<file path="src/rtl/core/dtp_pkg.sv">
// ----------------------------------------------------------------------------
// dtp_pkg
// shared types and constants of the der tlv header parser
// ----------------------------------------------------------------------------
package dtp_pkg;

  localparam int unsigned TAG_BYTES_MAX = 9;
  localparam int unsigned LEN_BYTES_MAX = 8;

  localparam int unsigned QUEUE_DEPTH = 2;
  localparam int unsigned PTR_W       = $clog2(QUEUE_DEPTH);
  localparam int unsigned CNT_W       = $clog2(QUEUE_DEPTH + 1);

  localparam logic [4:0] TAG_LONG_FORM = 5'h1F;

  typedef enum logic [1:0] {
    PH_IDLE,
    PH_TAG,
    PH_LHEAD,
    PH_LBYTES
  } phase_e;

  typedef enum logic [2:0] {
    ST_OK,
    ST_SHORT,
    ST_TAG_PAST,
    ST_TAG_LONG,
    ST_INDEF,
    ST_LEN_LONG,
    ST_CONTENT_PAST
  } status_e;

  // one classified input byte
  typedef struct packed {
    logic        start;
    logic        short_buf;
    logic        tag_ext;
    logic        more;
    logic [6:0]  low7;
    logic        lol_long;
    logic        lol_zero;
    logic [64:0] room;
  } item_t;

  // one parse result
  typedef struct packed {
    status_e     status;
    logic [62:0] tag;
    logic [63:0] len;
    logic [4:0]  hdr;
  } res_t;

endpackage

</file>
<file path="src/rtl/core/der_tlv_header_parser.sv">
// ----------------------------------------------------------------------------
// der_tlv_header_parser
// Parses the identifier and length octets of one ASN.1 BER/DER object fed
// one byte per request, first_byte_i marking byte 0 and sampling
// buffer_length_i. One result per object (tag number, content length, header
// length, or an error status) is queued; later bytes are dropped until the
// next start. A byte is taken every cycle as long as results are drained:
// the front classifies bytes into a two-entry queue, the parser consumes one
// queued byte per cycle and writes a two-entry result queue. A result
// is on the result ports once the byte completing it has left the byte
// queue and the parser has written the result queue; it can then be popped.
// ----------------------------------------------------------------------------
module der_tlv_header_parser import dtp_pkg::*; (
  input  logic        clk_i,
  input  logic        rst_ni,
  input  logic        push,
  output logic        full,
  input  logic [7:0]  data_byte_i,
  input  logic        first_byte_i,
  input  logic [63:0] buffer_length_i,
  output logic        empty,
  input  logic        pop,
  output logic [2:0]  status_o,
  output logic [62:0] tag_number_o,
  output logic [63:0] content_length_o,
  output logic [4:0]  header_length_o
);

  logic  item_valid;
  item_t item;
  logic  item_take;
  logic  res_valid;
  logic  res_ready;
  res_t  res_in;
  res_t  res_out;

  dtp_front u_front (
    .clk_i           (clk_i),
    .rst_ni          (rst_ni),
    .push_i          (push),
    .full_o          (full),
    .data_byte_i     (data_byte_i),
    .first_byte_i    (first_byte_i),
    .buffer_length_i (buffer_length_i),
    .item_valid_o    (item_valid),
    .item_o          (item),
    .item_take_i     (item_take)
  );

  dtp_back u_back (
    .clk_i        (clk_i),
    .rst_ni       (rst_ni),
    .item_valid_i (item_valid),
    .item_i       (item),
    .item_take_o  (item_take),
    .res_ready_i  (res_ready),
    .res_valid_o  (res_valid),
    .res_o        (res_in)
  );

  dtp_res_fifo u_res_fifo (
    .clk_i   (clk_i),
    .rst_ni  (rst_ni),
    .push_i  (res_valid),
    .res_i   (res_in),
    .ready_o (res_ready),
    .pop_i   (pop),
    .empty_o (empty),
    .res_o   (res_out)
  );

  assign status_o         = res_out.status;
  assign tag_number_o     = res_out.tag;
  assign content_length_o = res_out.len;
  assign header_length_o  = res_out.hdr;

`ifndef ASSERT_OFF
  a_res_push_room: assert property (@(posedge clk_i) disable iff (!rst_ni)
    res_valid |-> res_ready)
    else $error("result written into a full queue");

  a_take_only_valid: assert property (@(posedge clk_i) disable iff (!rst_ni)
    item_take |-> item_valid)
    else $error("parser consumed an empty item queue");

  a_ok_hdr_min: assert property (@(posedge clk_i) disable iff (!rst_ni)
    (!empty && (status_o == ST_OK)) |-> (header_length_o >= 5'd2))
    else $error("ok result with header shorter than two bytes");

  a_err_zero: assert property (@(posedge clk_i) disable iff (!rst_ni)
    (!empty && (status_o != ST_OK)) |->
      ((tag_number_o == '0) && (content_length_o == '0) && (header_length_o == '0)))
    else $error("error result with nonzero fields");
`endif

endmodule

</file>
<file path="src/rtl/core/dtp_front.sv">
// ----------------------------------------------------------------------------
// dtp_front
// accepts input bytes, classifies them and queues them for the parser
// ----------------------------------------------------------------------------
module dtp_front import dtp_pkg::*; (
  input  logic        clk_i,
  input  logic        rst_ni,
  input  logic        push_i,
  output logic        full_o,
  input  logic [7:0]  data_byte_i,
  input  logic        first_byte_i,
  input  logic [63:0] buffer_length_i,
  output logic        item_valid_o,
  output item_t       item_o,
  input  logic        item_take_i
);

  item_t              mem_q [QUEUE_DEPTH];
  logic [PTR_W-1:0]   wr_ptr_q, wr_ptr_d;
  logic [PTR_W-1:0]   rd_ptr_q, rd_ptr_d;
  logic [CNT_W-1:0]   cnt_q, cnt_d;
  logic               wr_en;
  logic               rd_en;
  item_t              cls;

  // classification of the incoming byte
  always_comb begin
    cls.start     = first_byte_i;
    cls.short_buf = (buffer_length_i[63:1] == 63'd0);
    cls.tag_ext   = (data_byte_i[4:0] == TAG_LONG_FORM);
    cls.more      = data_byte_i[7];
    cls.low7      = data_byte_i[6:0];
    cls.lol_long  = (data_byte_i[6:0] > 7'(LEN_BYTES_MAX));
    cls.lol_zero  = (data_byte_i[6:0] == 7'd0);
    cls.room      = {1'b0, buffer_length_i} - 65'd2;
  end

  assign full_o       = (cnt_q == CNT_W'(QUEUE_DEPTH));
  assign item_valid_o = (cnt_q != '0);
  assign item_o       = mem_q[rd_ptr_q];
  assign wr_en        = push_i && !full_o;
  assign rd_en        = item_take_i && item_valid_o;

  always_comb begin
    wr_ptr_d = wr_ptr_q;
    rd_ptr_d = rd_ptr_q;
    cnt_d    = cnt_q;
    if (wr_en) begin
      wr_ptr_d = (wr_ptr_q == PTR_W'(QUEUE_DEPTH - 1)) ? '0 : wr_ptr_q + PTR_W'(1);
    end
    if (rd_en) begin
      rd_ptr_d = (rd_ptr_q == PTR_W'(QUEUE_DEPTH - 1)) ? '0 : rd_ptr_q + PTR_W'(1);
    end
    if (wr_en && !rd_en) begin
      cnt_d = cnt_q + CNT_W'(1);
    end else if (!wr_en && rd_en) begin
      cnt_d = cnt_q - CNT_W'(1);
    end
  end

  always_ff @(posedge clk_i or negedge rst_ni) begin
    if (!rst_ni) begin
      wr_ptr_q <= '0;
      rd_ptr_q <= '0;
      cnt_q    <= '0;
    end else begin
      wr_ptr_q <= wr_ptr_d;
      rd_ptr_q <= rd_ptr_d;
      cnt_q    <= cnt_d;
    end
  end

  always_ff @(posedge clk_i) begin
    if (wr_en) begin
      mem_q[wr_ptr_q] <= cls;
    end
  end

endmodule

</file>
<file path="src/rtl/core/dtp_back.sv">
// ----------------------------------------------------------------------------
// dtp_back
// header parser state machine: tag, length head and length bytes
// ----------------------------------------------------------------------------
module dtp_back import dtp_pkg::*; (
  input  logic  clk_i,
  input  logic  rst_ni,
  input  logic  item_valid_i,
  input  item_t item_i,
  output logic  item_take_o,
  input  logic  res_ready_i,
  output logic  res_valid_o,
  output res_t  res_o
);

  phase_e       phase_q, phase_d;
  logic [62:0]  tag_q, tag_d;
  logic [63:0]  len_q, len_d;
  logic [3:0]   left_q, left_d;
  logic [3:0]   tseen_q, tseen_d;
  logic [4:0]   pos_q, pos_d;
  // bytes available minus (position + 1), signed
  logic [64:0]  room_q, room_d;
  logic [63:0]  len_n;
  logic [3:0]   left_n;
  logic         take;

  assign take        = item_valid_i && res_ready_i;
  assign item_take_o = take;

  always_comb begin
    phase_d     = phase_q;
    tag_d       = tag_q;
    len_d       = len_q;
    left_d      = left_q;
    tseen_d     = tseen_q;
    pos_d       = pos_q;
    room_d      = room_q;
    res_valid_o = 1'b0;
    res_o       = '{status: ST_OK, tag: '0, len: '0, hdr: '0};
    len_n       = {len_q[55:0], item_i.more, item_i.low7};
    left_n      = (left_q != 4'd0) ? left_q - 4'd1 : 4'd0;
    if (take) begin
      if (item_i.start) begin
        tag_d   = '0;
        len_d   = '0;
        left_d  = '0;
        tseen_d = '0;
        pos_d   = 5'd1;
        room_d  = item_i.room;
        if (item_i.short_buf) begin
          res_valid_o  = 1'b1;
          res_o.status = ST_SHORT;
          phase_d      = PH_IDLE;
        end else if (!item_i.tag_ext) begin
          tag_d   = {58'd0, item_i.low7[4:0]};
          phase_d = PH_LHEAD;
        end else begin
          phase_d = PH_TAG;
        end
      end else begin
        unique case (phase_q)
          PH_TAG: begin
            if (room_q[64]) begin
              res_valid_o  = 1'b1;
              res_o.status = ST_TAG_PAST;
              phase_d      = PH_IDLE;
            end else if (tseen_q >= 4'(TAG_BYTES_MAX)) begin
              res_valid_o  = 1'b1;
              res_o.status = ST_TAG_LONG;
              phase_d      = PH_IDLE;
            end else begin
              tag_d   = {tag_q[55:0], item_i.low7};
              tseen_d = tseen_q + 4'd1;
              pos_d   = pos_q + 5'd1;
              room_d  = room_q - 65'd1;
              if (!item_i.more) begin
                if (room_q == 65'd0) begin
                  res_valid_o  = 1'b1;
                  res_o.status = ST_TAG_PAST;
                  phase_d      = PH_IDLE;
                end else begin
                  phase_d = PH_LHEAD;
                end
              end
            end
          end
          PH_LHEAD: begin
            if (!item_i.more) begin
              len_d       = {57'd0, item_i.low7};
              res_valid_o = 1'b1;
              phase_d     = PH_IDLE;
              if (room_q[64] || ({57'd0, item_i.low7} > room_q[63:0])) begin
                res_o.status = ST_CONTENT_PAST;
              end else begin
                res_o.status = ST_OK;
                res_o.tag    = tag_q;
                res_o.len    = {57'd0, item_i.low7};
                res_o.hdr    = pos_q + 5'd1;
              end
            end else if (item_i.lol_long) begin
              res_valid_o  = 1'b1;
              res_o.status = ST_LEN_LONG;
              phase_d      = PH_IDLE;
            end else if (item_i.lol_zero) begin
              res_valid_o  = 1'b1;
              res_o.status = ST_INDEF;
              phase_d      = PH_IDLE;
            end else begin
              len_d   = '0;
              left_d  = item_i.low7[3:0];
              pos_d   = pos_q + 5'd1;
              room_d  = room_q - 65'd1;
              phase_d = PH_LBYTES;
            end
          end
          PH_LBYTES: begin
            len_d  = len_n;
            left_d = left_n;
            pos_d  = pos_q + 5'd1;
            room_d = room_q - 65'd1;
            if (left_n == 4'd0) begin
              res_valid_o = 1'b1;
              phase_d     = PH_IDLE;
              if (room_q[64] || (len_n > room_q[63:0])) begin
                res_o.status = ST_CONTENT_PAST;
              end else begin
                res_o.status = ST_OK;
                res_o.tag    = tag_q;
                res_o.len    = len_n;
                res_o.hdr    = pos_q + 5'd1;
              end
            end
          end
          default: begin
            phase_d = PH_IDLE;
          end
        endcase
      end
    end
  end

  always_ff @(posedge clk_i or negedge rst_ni) begin
    if (!rst_ni) begin
      phase_q <= PH_IDLE;
      tag_q   <= '0;
      len_q   <= '0;
      left_q  <= '0;
      tseen_q <= '0;
      pos_q   <= '0;
      room_q  <= '0;
    end else begin
      phase_q <= phase_d;
      tag_q   <= tag_d;
      len_q   <= len_d;
      left_q  <= left_d;
      tseen_q <= tseen_d;
      pos_q   <= pos_d;
      room_q  <= room_d;
    end
  end

endmodule

</file>
<file path="src/rtl/core/dtp_res_fifo.sv">
// ----------------------------------------------------------------------------
// dtp_res_fifo
// result queue between the parser and the result ports
// ----------------------------------------------------------------------------
module dtp_res_fifo import dtp_pkg::*; (
  input  logic clk_i,
  input  logic rst_ni,
  input  logic push_i,
  input  res_t res_i,
  output logic ready_o,
  input  logic pop_i,
  output logic empty_o,
  output res_t res_o
);

  res_t             mem_q [QUEUE_DEPTH];
  logic [PTR_W-1:0] wr_ptr_q, wr_ptr_d;
  logic [PTR_W-1:0] rd_ptr_q, rd_ptr_d;
  logic [CNT_W-1:0] cnt_q, cnt_d;
  logic             wr_en;
  logic             rd_en;

  assign ready_o = (cnt_q != CNT_W'(QUEUE_DEPTH));
  assign empty_o = (cnt_q == '0);
  assign res_o   = mem_q[rd_ptr_q];
  assign wr_en   = push_i && ready_o;
  assign rd_en   = pop_i && !empty_o;

  always_comb begin
    wr_ptr_d = wr_ptr_q;
    rd_ptr_d = rd_ptr_q;
    cnt_d    = cnt_q;
    if (wr_en) begin
      wr_ptr_d = (wr_ptr_q == PTR_W'(QUEUE_DEPTH - 1)) ? '0 : wr_ptr_q + PTR_W'(1);
    end
    if (rd_en) begin
      rd_ptr_d = (rd_ptr_q == PTR_W'(QUEUE_DEPTH - 1)) ? '0 : rd_ptr_q + PTR_W'(1);
    end
    if (wr_en && !rd_en) begin
      cnt_d = cnt_q + CNT_W'(1);
    end else if (!wr_en && rd_en) begin
      cnt_d = cnt_q - CNT_W'(1);
    end
  end

  always_ff @(posedge clk_i or negedge rst_ni) begin
    if (!rst_ni) begin
      wr_ptr_q <= '0;
      rd_ptr_q <= '0;
      cnt_q    <= '0;
    end else begin
      wr_ptr_q <= wr_ptr_d;
      rd_ptr_q <= rd_ptr_d;
      cnt_q    <= cnt_d;
    end
  end

  always_ff @(posedge clk_i) begin
    if (wr_en) begin
      mem_q[wr_ptr_q] <= res_i;
    end
  end

endmodule
</file>
<file path="config.mk">
export PLATFORM = sky130hd
export DESIGN_NAME = der_tlv_header_parser
export DESIGN_NICKNAME = d
export VERILOG_FILES = /design/src/rtl/core/dtp_pkg.sv /design/src/rtl/core/der_tlv_header_parser.sv /design/src/rtl/core/dtp_front.sv /design/src/rtl/core/dtp_back.sv /design/src/rtl/core/dtp_res_fifo.sv
export SDC_FILE = /design/constraint.sdc
export NUM_CORES = 1
export LEC_CHECK = 0
export BUFFER_PORTS_ARGS = -buffer_cell sky130_fd_sc_hd__buf_4
export CAP_MARGIN = 20
export CORE_MARGIN = 1
export CORE_UTILIZATION = 65
export CTS_CLUSTER_SIZE = 14
export DETAILED_ROUTE_END_ITERATION = 6
export GPL_TIMING_DRIVEN = 0
export PLACE_DENSITY = 0.87
export SLEW_MARGIN = 25
export SYNTH_ARGS = -nofsm -noshare
export SYNTH_HDL_FRONTEND = slang
export SYNTH_SLANG_ARGS = --single-unit
</file>
<file path="constraint.sdc">
create_clock -name clk_i -period 25.4 [get_ports clk_i]
set_clock_uncertainty 0.1 [all_clocks]
set_input_delay 1.27 -clock clk_i [delete_from_list [all_inputs] [get_ports clk_i]]
set_output_delay 1.27 -clock clk_i [all_outputs]
set_load 0.01 [all_outputs]
</file>
# Word level (Yosys, flattened, before mapping)
# Memory sizes are Yosys's and may differ from the RTL's.
# Cells that the tools add are included.
# W data, S select, Z words.
[classes]
addsub = 13
order_cmp = 4
n_eq_ne = 17
mux = 90
n_reduce_logical = 35
[op_table]
columns = ["cell", "count"]
rows = [
  ["$mux W132", 4],
  ["$mux W65", 6],
  ["$mux W63", 5],
  ["$mux W135", 2],
  ["$pmux W132 S2", 1],
  ["$mux W56", 4],
  ["$pmux W65 S3", 1],
  ["$pmux W56 S2", 1],
  ["$logic_not A65 Y1", 1],
  ["$sub A64 B2 Y65 const B", 1],
  ["$sub A65 B1 Y65 const B", 1],
  ["$gt A64 B64 Y1", 1],
  ["$gt A7 B64 Y1", 1],
  ["$logic_not A63 Y1", 1],
  ["$mux W4", 9],
  ["$mux W5", 7],
  ["$mux W2", 16],
  ["$mux W3", 9],
  ["$mux W1", 20],
  ["$pmux W5 S3", 1],
  ["$ne A3 B3 Y1 const B", 4],
  ["$reduce_and A5 Y1", 2],
  ["$logic_and A1 B1 Y1", 9],
  ["$pmux W3 S3", 1],
  ["other kinds (29)", 51],
]
[word_totals]
reg_bits = 207
ram_bits = 426
in_bits = 77
elab_cells = 175
n_memories = 2
[memory_table]
columns = ["memory", "words", "width", "rd", "rd_clocked_by_memory_dff", "wr", "line", "rtl"]
rows = [
  ["u_res_fifo.mem_q", 2, 135, 1, 0, 1, "dtp_res_fifo.sv:16", "res_t mem_q [QUEUE_DEPTH];"],
  ["u_front.mem_q", 2, 78, 1, 0, 1, "dtp_front.sv:18", "item_t mem_q [QUEUE_DEPTH];"],
]

# Longest topological paths before layout
# Gate-level depths: netlist (run 1).
[logic_depth]
word_depth = 13
mapped_depth = 15
depth_no_buf = 13

# Cells and area by module
# Synthesis (run 1) repeated with hierarchy kept, for this count alone.
[unflattened]
hier_cells = 2335
area_unflattened_um2 = 29375.7
[modules_own_cells]
columns = ["mod", "instances", "cells_each", "area_each_um2"]
rows = [
  ["dtp_back", 1, 1443, 12209.2],
  ["dtp_res_fifo", 1, 438, 10083.4],
  ["dtp_front", 1, 454, 7083.0],
]

# Worst setup path after synthesis (run 1)
# Ideal clock, no wire load.
[synth_path]
path_kind = "reg2reg"
start = "reg u_back.room_q[50]"
end = "mem u_res_fifo.mem_q[0][0] in the netlist's numbering (enable)"
arrival_time_ps = 7900
path_slack_ps = 16769
path_stages_with_launch = 9
path_buffers = 0
cell_sequence = "dfrtp_1 > or4_4 > nor4_1 > or3b_4 > nor3_4 > nand4_1 > o21ai_1 > nand2_1 > nor2_1"
[synth_via]
elab_chain_len = 11
[synth_lines]
columns = ["element", "line", "rtl"]
rows = [
  ["start: declaration", "dtp_back.sv:23", "logic [64:0] room_q, room_d;"],
  ["start signal: assignment", "dtp_back.sv:159", "room_q <= room_d;"],
  ["$logic_not A65 Y1", "dtp_back.sv:78", "if (room_q == 65'd0) begin"],
  ["$mux W1", "dtp_back.sv:78", ""],
  ["$mux W1", "dtp_back.sv:77", "if (!item_i.more) begin"],
  ["$mux W1", "dtp_back.sv:68", "end else if (tseen_q >= 4'(TAG_BYTES_MAX)) begin"],
  ["$mux W1", "dtp_back.sv:64", "if (room_q[64]) begin"],
  ["$pmux W1 S3", "dtp_back.sv:62", "unique case (phase_q)"],
  ["$mux W1", "dtp_back.sv:44", "if (item_i.start) begin"],
  ["$mux W1", "dtp_back.sv:43", "if (take) begin"],
  ["$logic_and A1 B1 Y1", "dtp_res_fifo.sv:26", "assign wr_en = push_i && ready_o;"],
  ["$mux W1", "dtp_res_fifo.sv:59", "if (wr_en) begin"],
  ["$mux W1 (not written as such)", "dtp_res_fifo.sv:60", "mem_q[wr_ptr_q] <= res_i;"],
  ["end: declaration", "dtp_res_fifo.sv:16", ""],
]
# Every way passes these cells.

==> results of run 1 <==
-- report_power, final --
group / internal (mW) / switching (mW) / total, mW
Combinational: 0.528 / 0.967 / 1.49
Clock: 0.512 / 0.390 / 0.902
Sequential: 1.36 / 0.127 / 1.49
-- flip-flops by register name, indices dropped and copies added, names as in the netlist, 4 cells and up --
register / count
u_back.left_q: 4
u_back.len_q: 56
u_back.pos_q: 5
u_back.room_q: 65
u_back.tag_q: 63
u_back.tseen_q: 4
u_front.mem_q: 156
u_res_fifo.mem_q: 270
-- per-layer routing --
metal | vias to the layer above | share of wire, %
li1 | 9134 | -
met1 | 10100 | 40
met2 | 1221 | 47
met3 | 182 | 9.8
met4 | 0 | 3.7
met5 | - | 0
-- worst max-delay path by stage --
stage,start,to,slack [ns],cells after the start
6_report,u_front.rd_ptr_q$_DFFE_PN0P_,u_res_fifo.mem_q[1][46]$_DFFE_PP_,19.40,15
5_1_grt,u_front.rd_ptr_q$_DFFE_PN0P_,u_res_fifo.mem_q[1][46]$_DFFE_PP_,19.12,15
4_1_cts,u_front.rd_ptr_q$_DFFE_PN0P_,u_res_fifo.mem_q[1][46]$_DFFE_PP_,19.44,15
3_5_place_dp,u_front.rd_ptr_q$_DFFE_PN0P_,u_res_fifo.mem_q[0][50]$_DFFE_PP_,19.56,15
3_3_place_gp,u_front.rd_ptr_q$_DFFE_PN0P_,u_res_fifo.mem_q[0][66]$_DFFE_PP_,13.67,10
2_1_floorplan,u_back.room_q[50]$_DFFE_PN0P_,u_res_fifo.mem_q[0][0]$_DFFE_PP_,16.77,8
-- logic make-up (layout without fill, tap and decap cells) --
logic type | Yosys count | count (layout) | share of synthesized area, %
xor+xnor | 69 | 69 | 2.12
mux | 147 | 147 | 5.77
flops | 633 | 633 | 63.0
compound gates | 475 | 475 | 10.9
simple gates | 671 | 671 | 11.8
buf+inv | 210 | 549 | 2.98
fa+ha+maj | 77 | 77 | 3.38
-- cells in the mapped netlist (all sizes together), types with 6 or more instances --
cell    instances  area share (%)
a31oi          18            0.40
inv            87             1.1
edfxtp        426              45
nor3           69             1.3
or2            13            0.29
a221oi         20            0.61
o21ai         184             3.2
and3           84             1.8
a21o            6            0.16
nand2b          7            0.15
a21oi          75             1.3
o31ai          17            0.45
a221o           6            0.21
mux2i           8            0.28
xnor2          24            0.74
buf            14            0.40
mux2          139             5.5
nand2         209             2.8
nand4          20            0.44
o22ai          13            0.29
or3            24            0.53
a211oi          6            0.16
nor2          102             1.3
clkbuf        107             1.4
dfrtp         207              18
or4            10            0.28
a22o           71             2.2
ha             77             3.4
nand3          35            0.61
and2           65             1.4
a222oi         32             1.1
xor2           45             1.4
nor4           19            0.42
-- layout make-up --
cell class                 instances  area [sq um]
buffer                           121           515
clock buffer                      84          1710
clock inverter                    27           272
fill                            2638          9960
inverter                          89           334
multi-input combinational       1439          9710
sequential                       633         18000
tap                              585           732
timing repair buffer             228          1960
-- stage by stage --
step	hold WS (ns)	worst slack [ns]	area (sq um)	utilization, %	total power, mW
5_1_grt	0.419	19.12	33200	76.9	4.05
2_1_floorplan	0.359	16.77	28500	-	2.34
3_5_place_dp	0.382	19.56	31200	72.3	2.95
4_1_cts	0.401	19.44	33200	76.9	3.86
6_report	0.408	19.40	33200	76.9	3.88
3_3_place_gp	0.376	13.67	30800	71.4	2.89
==> flow_summary.yaml, run 1 <==
run_status:
  status: "finished with violations"
  failed_checks: "design-rule violations"
timing:
  fin_tns_setup_ns: 0
  fin_crit_sh_pct: 23.6
  period_needed_ns: 6.00
  fmax_ghz: 0.167
  rsz0062_at_grt: "false"
  slew_headroom_pct: 32.0
  setup_viol: 0
  hold_viol: 0
  slew_viol_final: 0
  tightest_slew_ns: 1.01
detailed_routing:
  dr_total_vias: 20700
  first_pass_iters: 7
  route.detailed.drc: 5
  drtAntennaViolNets: 0
  wirelength_mm: 78.0
  routedWlPerCell_um: 24.3
  drt_iter0_drc: 2527
  viasPerCell: 6.45
finish:
  stdcell_count: 3206
  antennaDiodeCount: 0
  drive_above_1_share_pct: 18.5
  mostFrequentLayoutCell: "edfxtp_1"
  final_cell_mix: "edfxtp_1 (426), buf_4 (213), nand2_1 (208), dfrtp_1 (207), o21ai_0 (172)"
  area_growth_pct: 16.5
  layout.nets: 2726
yosys:
  ys_seq_elements: 633
  synth_fp_nets: 2436
  syn_inst: 2282
  synth.avg_cell_area_sq_um: 12.5
  synth_area_sq_um: 28500
  seq_area_frac_synth_pct: 63.0
  synth_edf_count: 426
  synthFlopType: "edfxtp_1"
  synth.yosys.warnings: 0
  synthArstFlopShare_pct: 32.7
  synth.distinct_cells: 64
setup_path:
  crit_type: "flip-flop to flip-flop"
  cp_max_fo: 10
  start_kind: "flip-flop"
  slowest_stage: "nor4bb_1"
  r2r_start: "u_front.rd_ptr_q$_DFFE_PN0P_"
  cp-end-kind: "flip-flop"
  critical_path.max_stage_delay_ns: 0.93
  cp.required_ns: 25.77
  critical_path.cell_chain: "clkbuf_1, buf_1, mux2i_1, inv_1, ha_1, a21oi_1, o211a_1, o31a_1, nor2b_1, o21ai_0, nor4bb_1, o211a_1, buf_2, clkbuf_1, and2_1"
  cp_top_family: "buffers and inverters"
  crit_arrival_ns: 6.37
  reg2reg_depth: 15
  crit_buf_inv: 5
  ff2ff_setup_slack_ns: 19.40
  timing.rr.end: "u_res_fifo.mem_q[1][46]$_DFFE_PP_"
place:
  io_buffers: 213
  place.gp.congestion: 0.932
  dp_cells: 3095
  dp_hpwl_mm: 55.1
grt:
  grt_pass1_wl_mm: 118
  grt_usage_pct: 35.2
  grt_max_degree: 96
  antenna_found_initial: 0
  grt_pass1_vias: 20200
  grt_use_met3_pct: 5.79
  gr-total-overflow: 0
  top_usage_layer: "met2"
  grt_use_met2_pct: 56.0
  grtUsageMet1_pct: 49.0
floorplanning:
  die_height_um: 211
  die_area_sq_um: 44700
  coreArea_sq_um: 43200
  initial_utilization_pct: 66.0
  placementRows: 76
  die_w_um: 211
  ios: 214
clocking:
  clock_latency_ns: 0.64
  tritoncts: "built"
  htree_levels: 2
  cts_buffers: 60
  root_buffer: "clkbuf_16"
  cts.path.max_buffers: 3
  cts_setup_buffers: 0
  ctsResizeCount: 0
  cts.sinks: 633
  path_clk_slew_ns: 0.06
  postCtsHoldBufs: 0
power_and_ir_drop:
  powerDensity_nw_per_um2: 117
  p_leak_nw: 13.2
  irDropWorstVdd_mv: 0.0747
job:
  maxCapViolCount: 0
hold_path:
  hp-class: "primary input to async pin"
Note: power is estimated with default switching activity, not from simulation.
==> inputs of run 2 (changes only) <==
--- a/config.mk
+++ b/config.mk
@@ -8,11 +8,11 @@
 export BUFFER_PORTS_ARGS = -buffer_cell sky130_fd_sc_hd__buf_4
 export CAP_MARGIN = 20
 export CORE_MARGIN = 1
-export CORE_UTILIZATION = 65
+export CORE_UTILIZATION = 60
 export CTS_CLUSTER_SIZE = 14
 export DETAILED_ROUTE_END_ITERATION = 6
 export GPL_TIMING_DRIVEN = 0
-export PLACE_DENSITY = 0.87
+export PLACE_DENSITY = 0.82
 export SLEW_MARGIN = 25
 export SYNTH_ARGS = -nofsm -noshare
 export SYNTH_HDL_FRONTEND = slang
==> constraint.sdc (replaced) <==
create_clock -name clk_i -period 6.26 [get_ports clk_i]
set_clock_uncertainty 0.1 [all_clocks]
set_input_delay 0.313 -clock clk_i [delete_from_list [all_inputs] [get_ports clk_i]]
set_output_delay 0.313 -clock clk_i [all_outputs]
set_load 0.01 [all_outputs]
==> run 2 against run 1 <==
Compared with the run above: wire length shrank 2.2%; the flow still finishes with violations (design-rule violations); core utilization shrank 4.1 points; clock-buffer cell count shrank 4; hold slack lost 0.37 ns; largest cell class unchanged; highest routed layer is now met5.
==> flow_summary.yaml, run 2 (same netlist as run 1, synthesis figures left out) <==
detailed_routing:
  wl_met3_mm: 6.38
  first_pass_iters: 7
  met1_length_mm: 31.8
  drtAntennaViolNets: 0
  dr_wl_met2_mm: 35.6
  top_layer_used: "met5"
  viasPerCell: 6.31
  route.detailed.drc: 36
  drt_iter0_drc: 2803
  routedWlPerCell_um: 23.1
  wirelength_mm: 76.3
  dr_total_vias: 20900
finish:
  mostFrequentLayoutCell: "edfxtp_1"
  final_cell_mix: "edfxtp_1 (426), buf_4 (213), nand2_1 (208), dfrtp_1 (207), o21ai_0 (172)"
  largest_register: "u_res_fifo.mem_q"
  layout.nets: 2804
  largest_register_ffs: 270
  drive_above_1_share_pct: 17.9
  regArea_sq_um: 18000
  final_design_area_no_fill_sq_um: 34100
  reg_top3: "u_res_fifo.mem_q: 270 flops, u_front.mem_q: 156 flops, u_back.room_q: 65 flops"
  multi_input_area_sq_um: 9710
  fillers: 2955
  antennaDiodeCount: 0
  area_growth_pct: 19.5
floorplanning:
  ios: 214
  die_w_um: 220
  initial_utilization_pct: 61.0
  coreArea_sq_um: 46800
  die_height_um: 220
  placementRows: 79
  die_area_sq_um: 48400
setup_path:
  cp.required_ns: 6.64
  crit_arrival_ns: 6.31
  slowest_stage: "nor4bb_1"
  critical_path.cell_chain: "clkbuf_1, buf_1, mux2i_1, inv_1, ha_1, a21oi_1, o211a_1, o31a_1, nor2b_1, o21ai_0, nor4bb_1, o211a_1, buf_2, clkbuf_1, and2_1"
  cp-end-kind: "flip-flop"
  cp_max_fo: 10
  crit_buf_inv: 5
  crit_start: "u_front.rd_ptr_q$_DFFE_PN0P_"
  ff2ff_setup_slack_ns: 0.33
  crit_type: "flip-flop to flip-flop"
  critical_path.max_stage_delay_ns: 0.89
  r2r_start: "u_front.rd_ptr_q$_DFFE_PN0P_"
  start_kind: "flip-flop"
  cp_top_family: "buffers and inverters"
hold_path:
  hp-start: "buffer_length_i[24]"
  hp-class: "primary input to flip-flop"
clocking:
  postCtsHoldBufs: 78
  clock_latency_ns: 0.64
  cts.path.max_buffers: 3
  ctsResizeCount: 0
  tritoncts: "built"
  root_buffer: "clkbuf_16"
  htree_levels: 2
  path_clk_slew_ns: 0.06
  cts_buffers: 59
  cts_setup_buffers: 0
  cts.sinks: 633
power_and_ir_drop:
  power_frac_comb_pct: 38.5
  powerDensity_nw_per_um2: 462
  p_switching_mw: 5.97
  fin_total_pwr_mw: 15.7
  p_clk_share_pct: 23.3
  internal_power_mw: 9.78
  p_leak_nw: 13.5
  swShare_pct: 37.9
  power_frac_seq_pct: 38.3
  irDropWorstVdd_mv: 0.262
timing:
  rsz0062_at_grt: "false"
  fin_crit_sh_pct: 94.7
  fin_ws_ns: 0.331
  timing.hold.ws_ns: 0.0388
  tightest_slew_ns: 0.960
  slew_headroom_pct: 35.1
  period_needed_ns: 5.93
  hold_viol: 0
  fmax_ghz: 0.169
  setup_viol: 0
  slew_viol_final: 0
job:
  maxCapViolCount: 0
grt:
  grt_usage_pct: 31.8
  antenna_found_initial: 1
  grt_pass1_vias: 20300
  gr-total-overflow: 0
  grt_pass1_wl_mm: 116
  grt_max_degree: 91
place:
  placed_area_sq_um: 31300
  place_ws_ns: 0.524
  place.gp.congestion: 0.972
  dp_hpwl_mm: 54.3
  io_buffers: 213
run_status:
  failed_checks: "design-rule violations"
  status: "finished with violations"
-- run 2: path summary, 6_finish.rpt --
| check | cells past startpoint | to |
|---|---|---|
| max | 15 | u_res_fifo.mem_q[1][66]$_DFFE_PP_ |
| min | 3 | u_front.mem_q[0][24]$_DFFE_PP_ |
| max reg2reg | 15 | u_res_fifo.mem_q[1][66]$_DFFE_PP_ |
| min reg2reg | 1 | u_front.cnt_q[1]$_DFFE_PN0P_ |
| max in group asynchronous | 5 | u_back.tag_q[41]$_DFFE_PN0P_ |
| min in group asynchronous | 3 | u_back.room_q[53]$_DFFE_PN0P_ |
-- run 2: worst reg2reg max path, stage by stage (launching register included) --
cell	delay, ns
dfrtp_1	0.34
clkbuf_1	0.45
buf_1	0.55
mux2i_1	0.76
inv_1	0.25
ha_1	0.27
a21oi_1	0.16
o211a_1	0.18
o31a_1	0.24
nor2b_1	0.09
o21ai_0	0.35
nor4bb_1	0.89
o211a_1	0.32
buf_2	0.26
clkbuf_1	0.34
and2_1	0.22
-- run 2: power by group through the flow --
stage	clock, mW	sequential [mW]	combinational [mW]
5_1_grt	3.85	6.10	6.52
3_5_place_dp	0	6.08	5.86
2_1_floorplan	0	5.97	3.48
3_3_place_gp	0	6.13	5.52
6_report	3.67	6.02	6.06
4_1_cts	3.69	6.01	5.96
-- run 2: final cells by class --
class | instances | area share [%]
multi-input cells | 1439 | 28.5
flip-flops and latches | 633 | 52.8
well taps | 607 | 2.23
plain buffers | 121 | 1.51
inverters | 89 | 0.981
clock buffers | 80 | 4.77
clock inverters | 31 | 1.08
repair buffers | 307 | 8.15
-- run 2: stage by stage --
| step | utilization [%] | setup TNS (ns) | cells |
|---|---|---|---|
| detailed placement | 66.9 | 0 | 3118 |
| global route | 72.9 | 0 | 3307 |
| global placement | 66.0 | -234.93 | 3102 |
| floorplan | - | 0 | 2282 |
| CTS | 72.9 | 0 | 3307 |
| finish | 72.9 | 0 | 3307 |
-- run 2: routing by layer --
layer	GRT usage (%)	vias to the layer above
met5	0	-
met4	11.7	2
met3	4.22	152
met2	49.8	1173
met1	45.6	10200
li1	-	9291
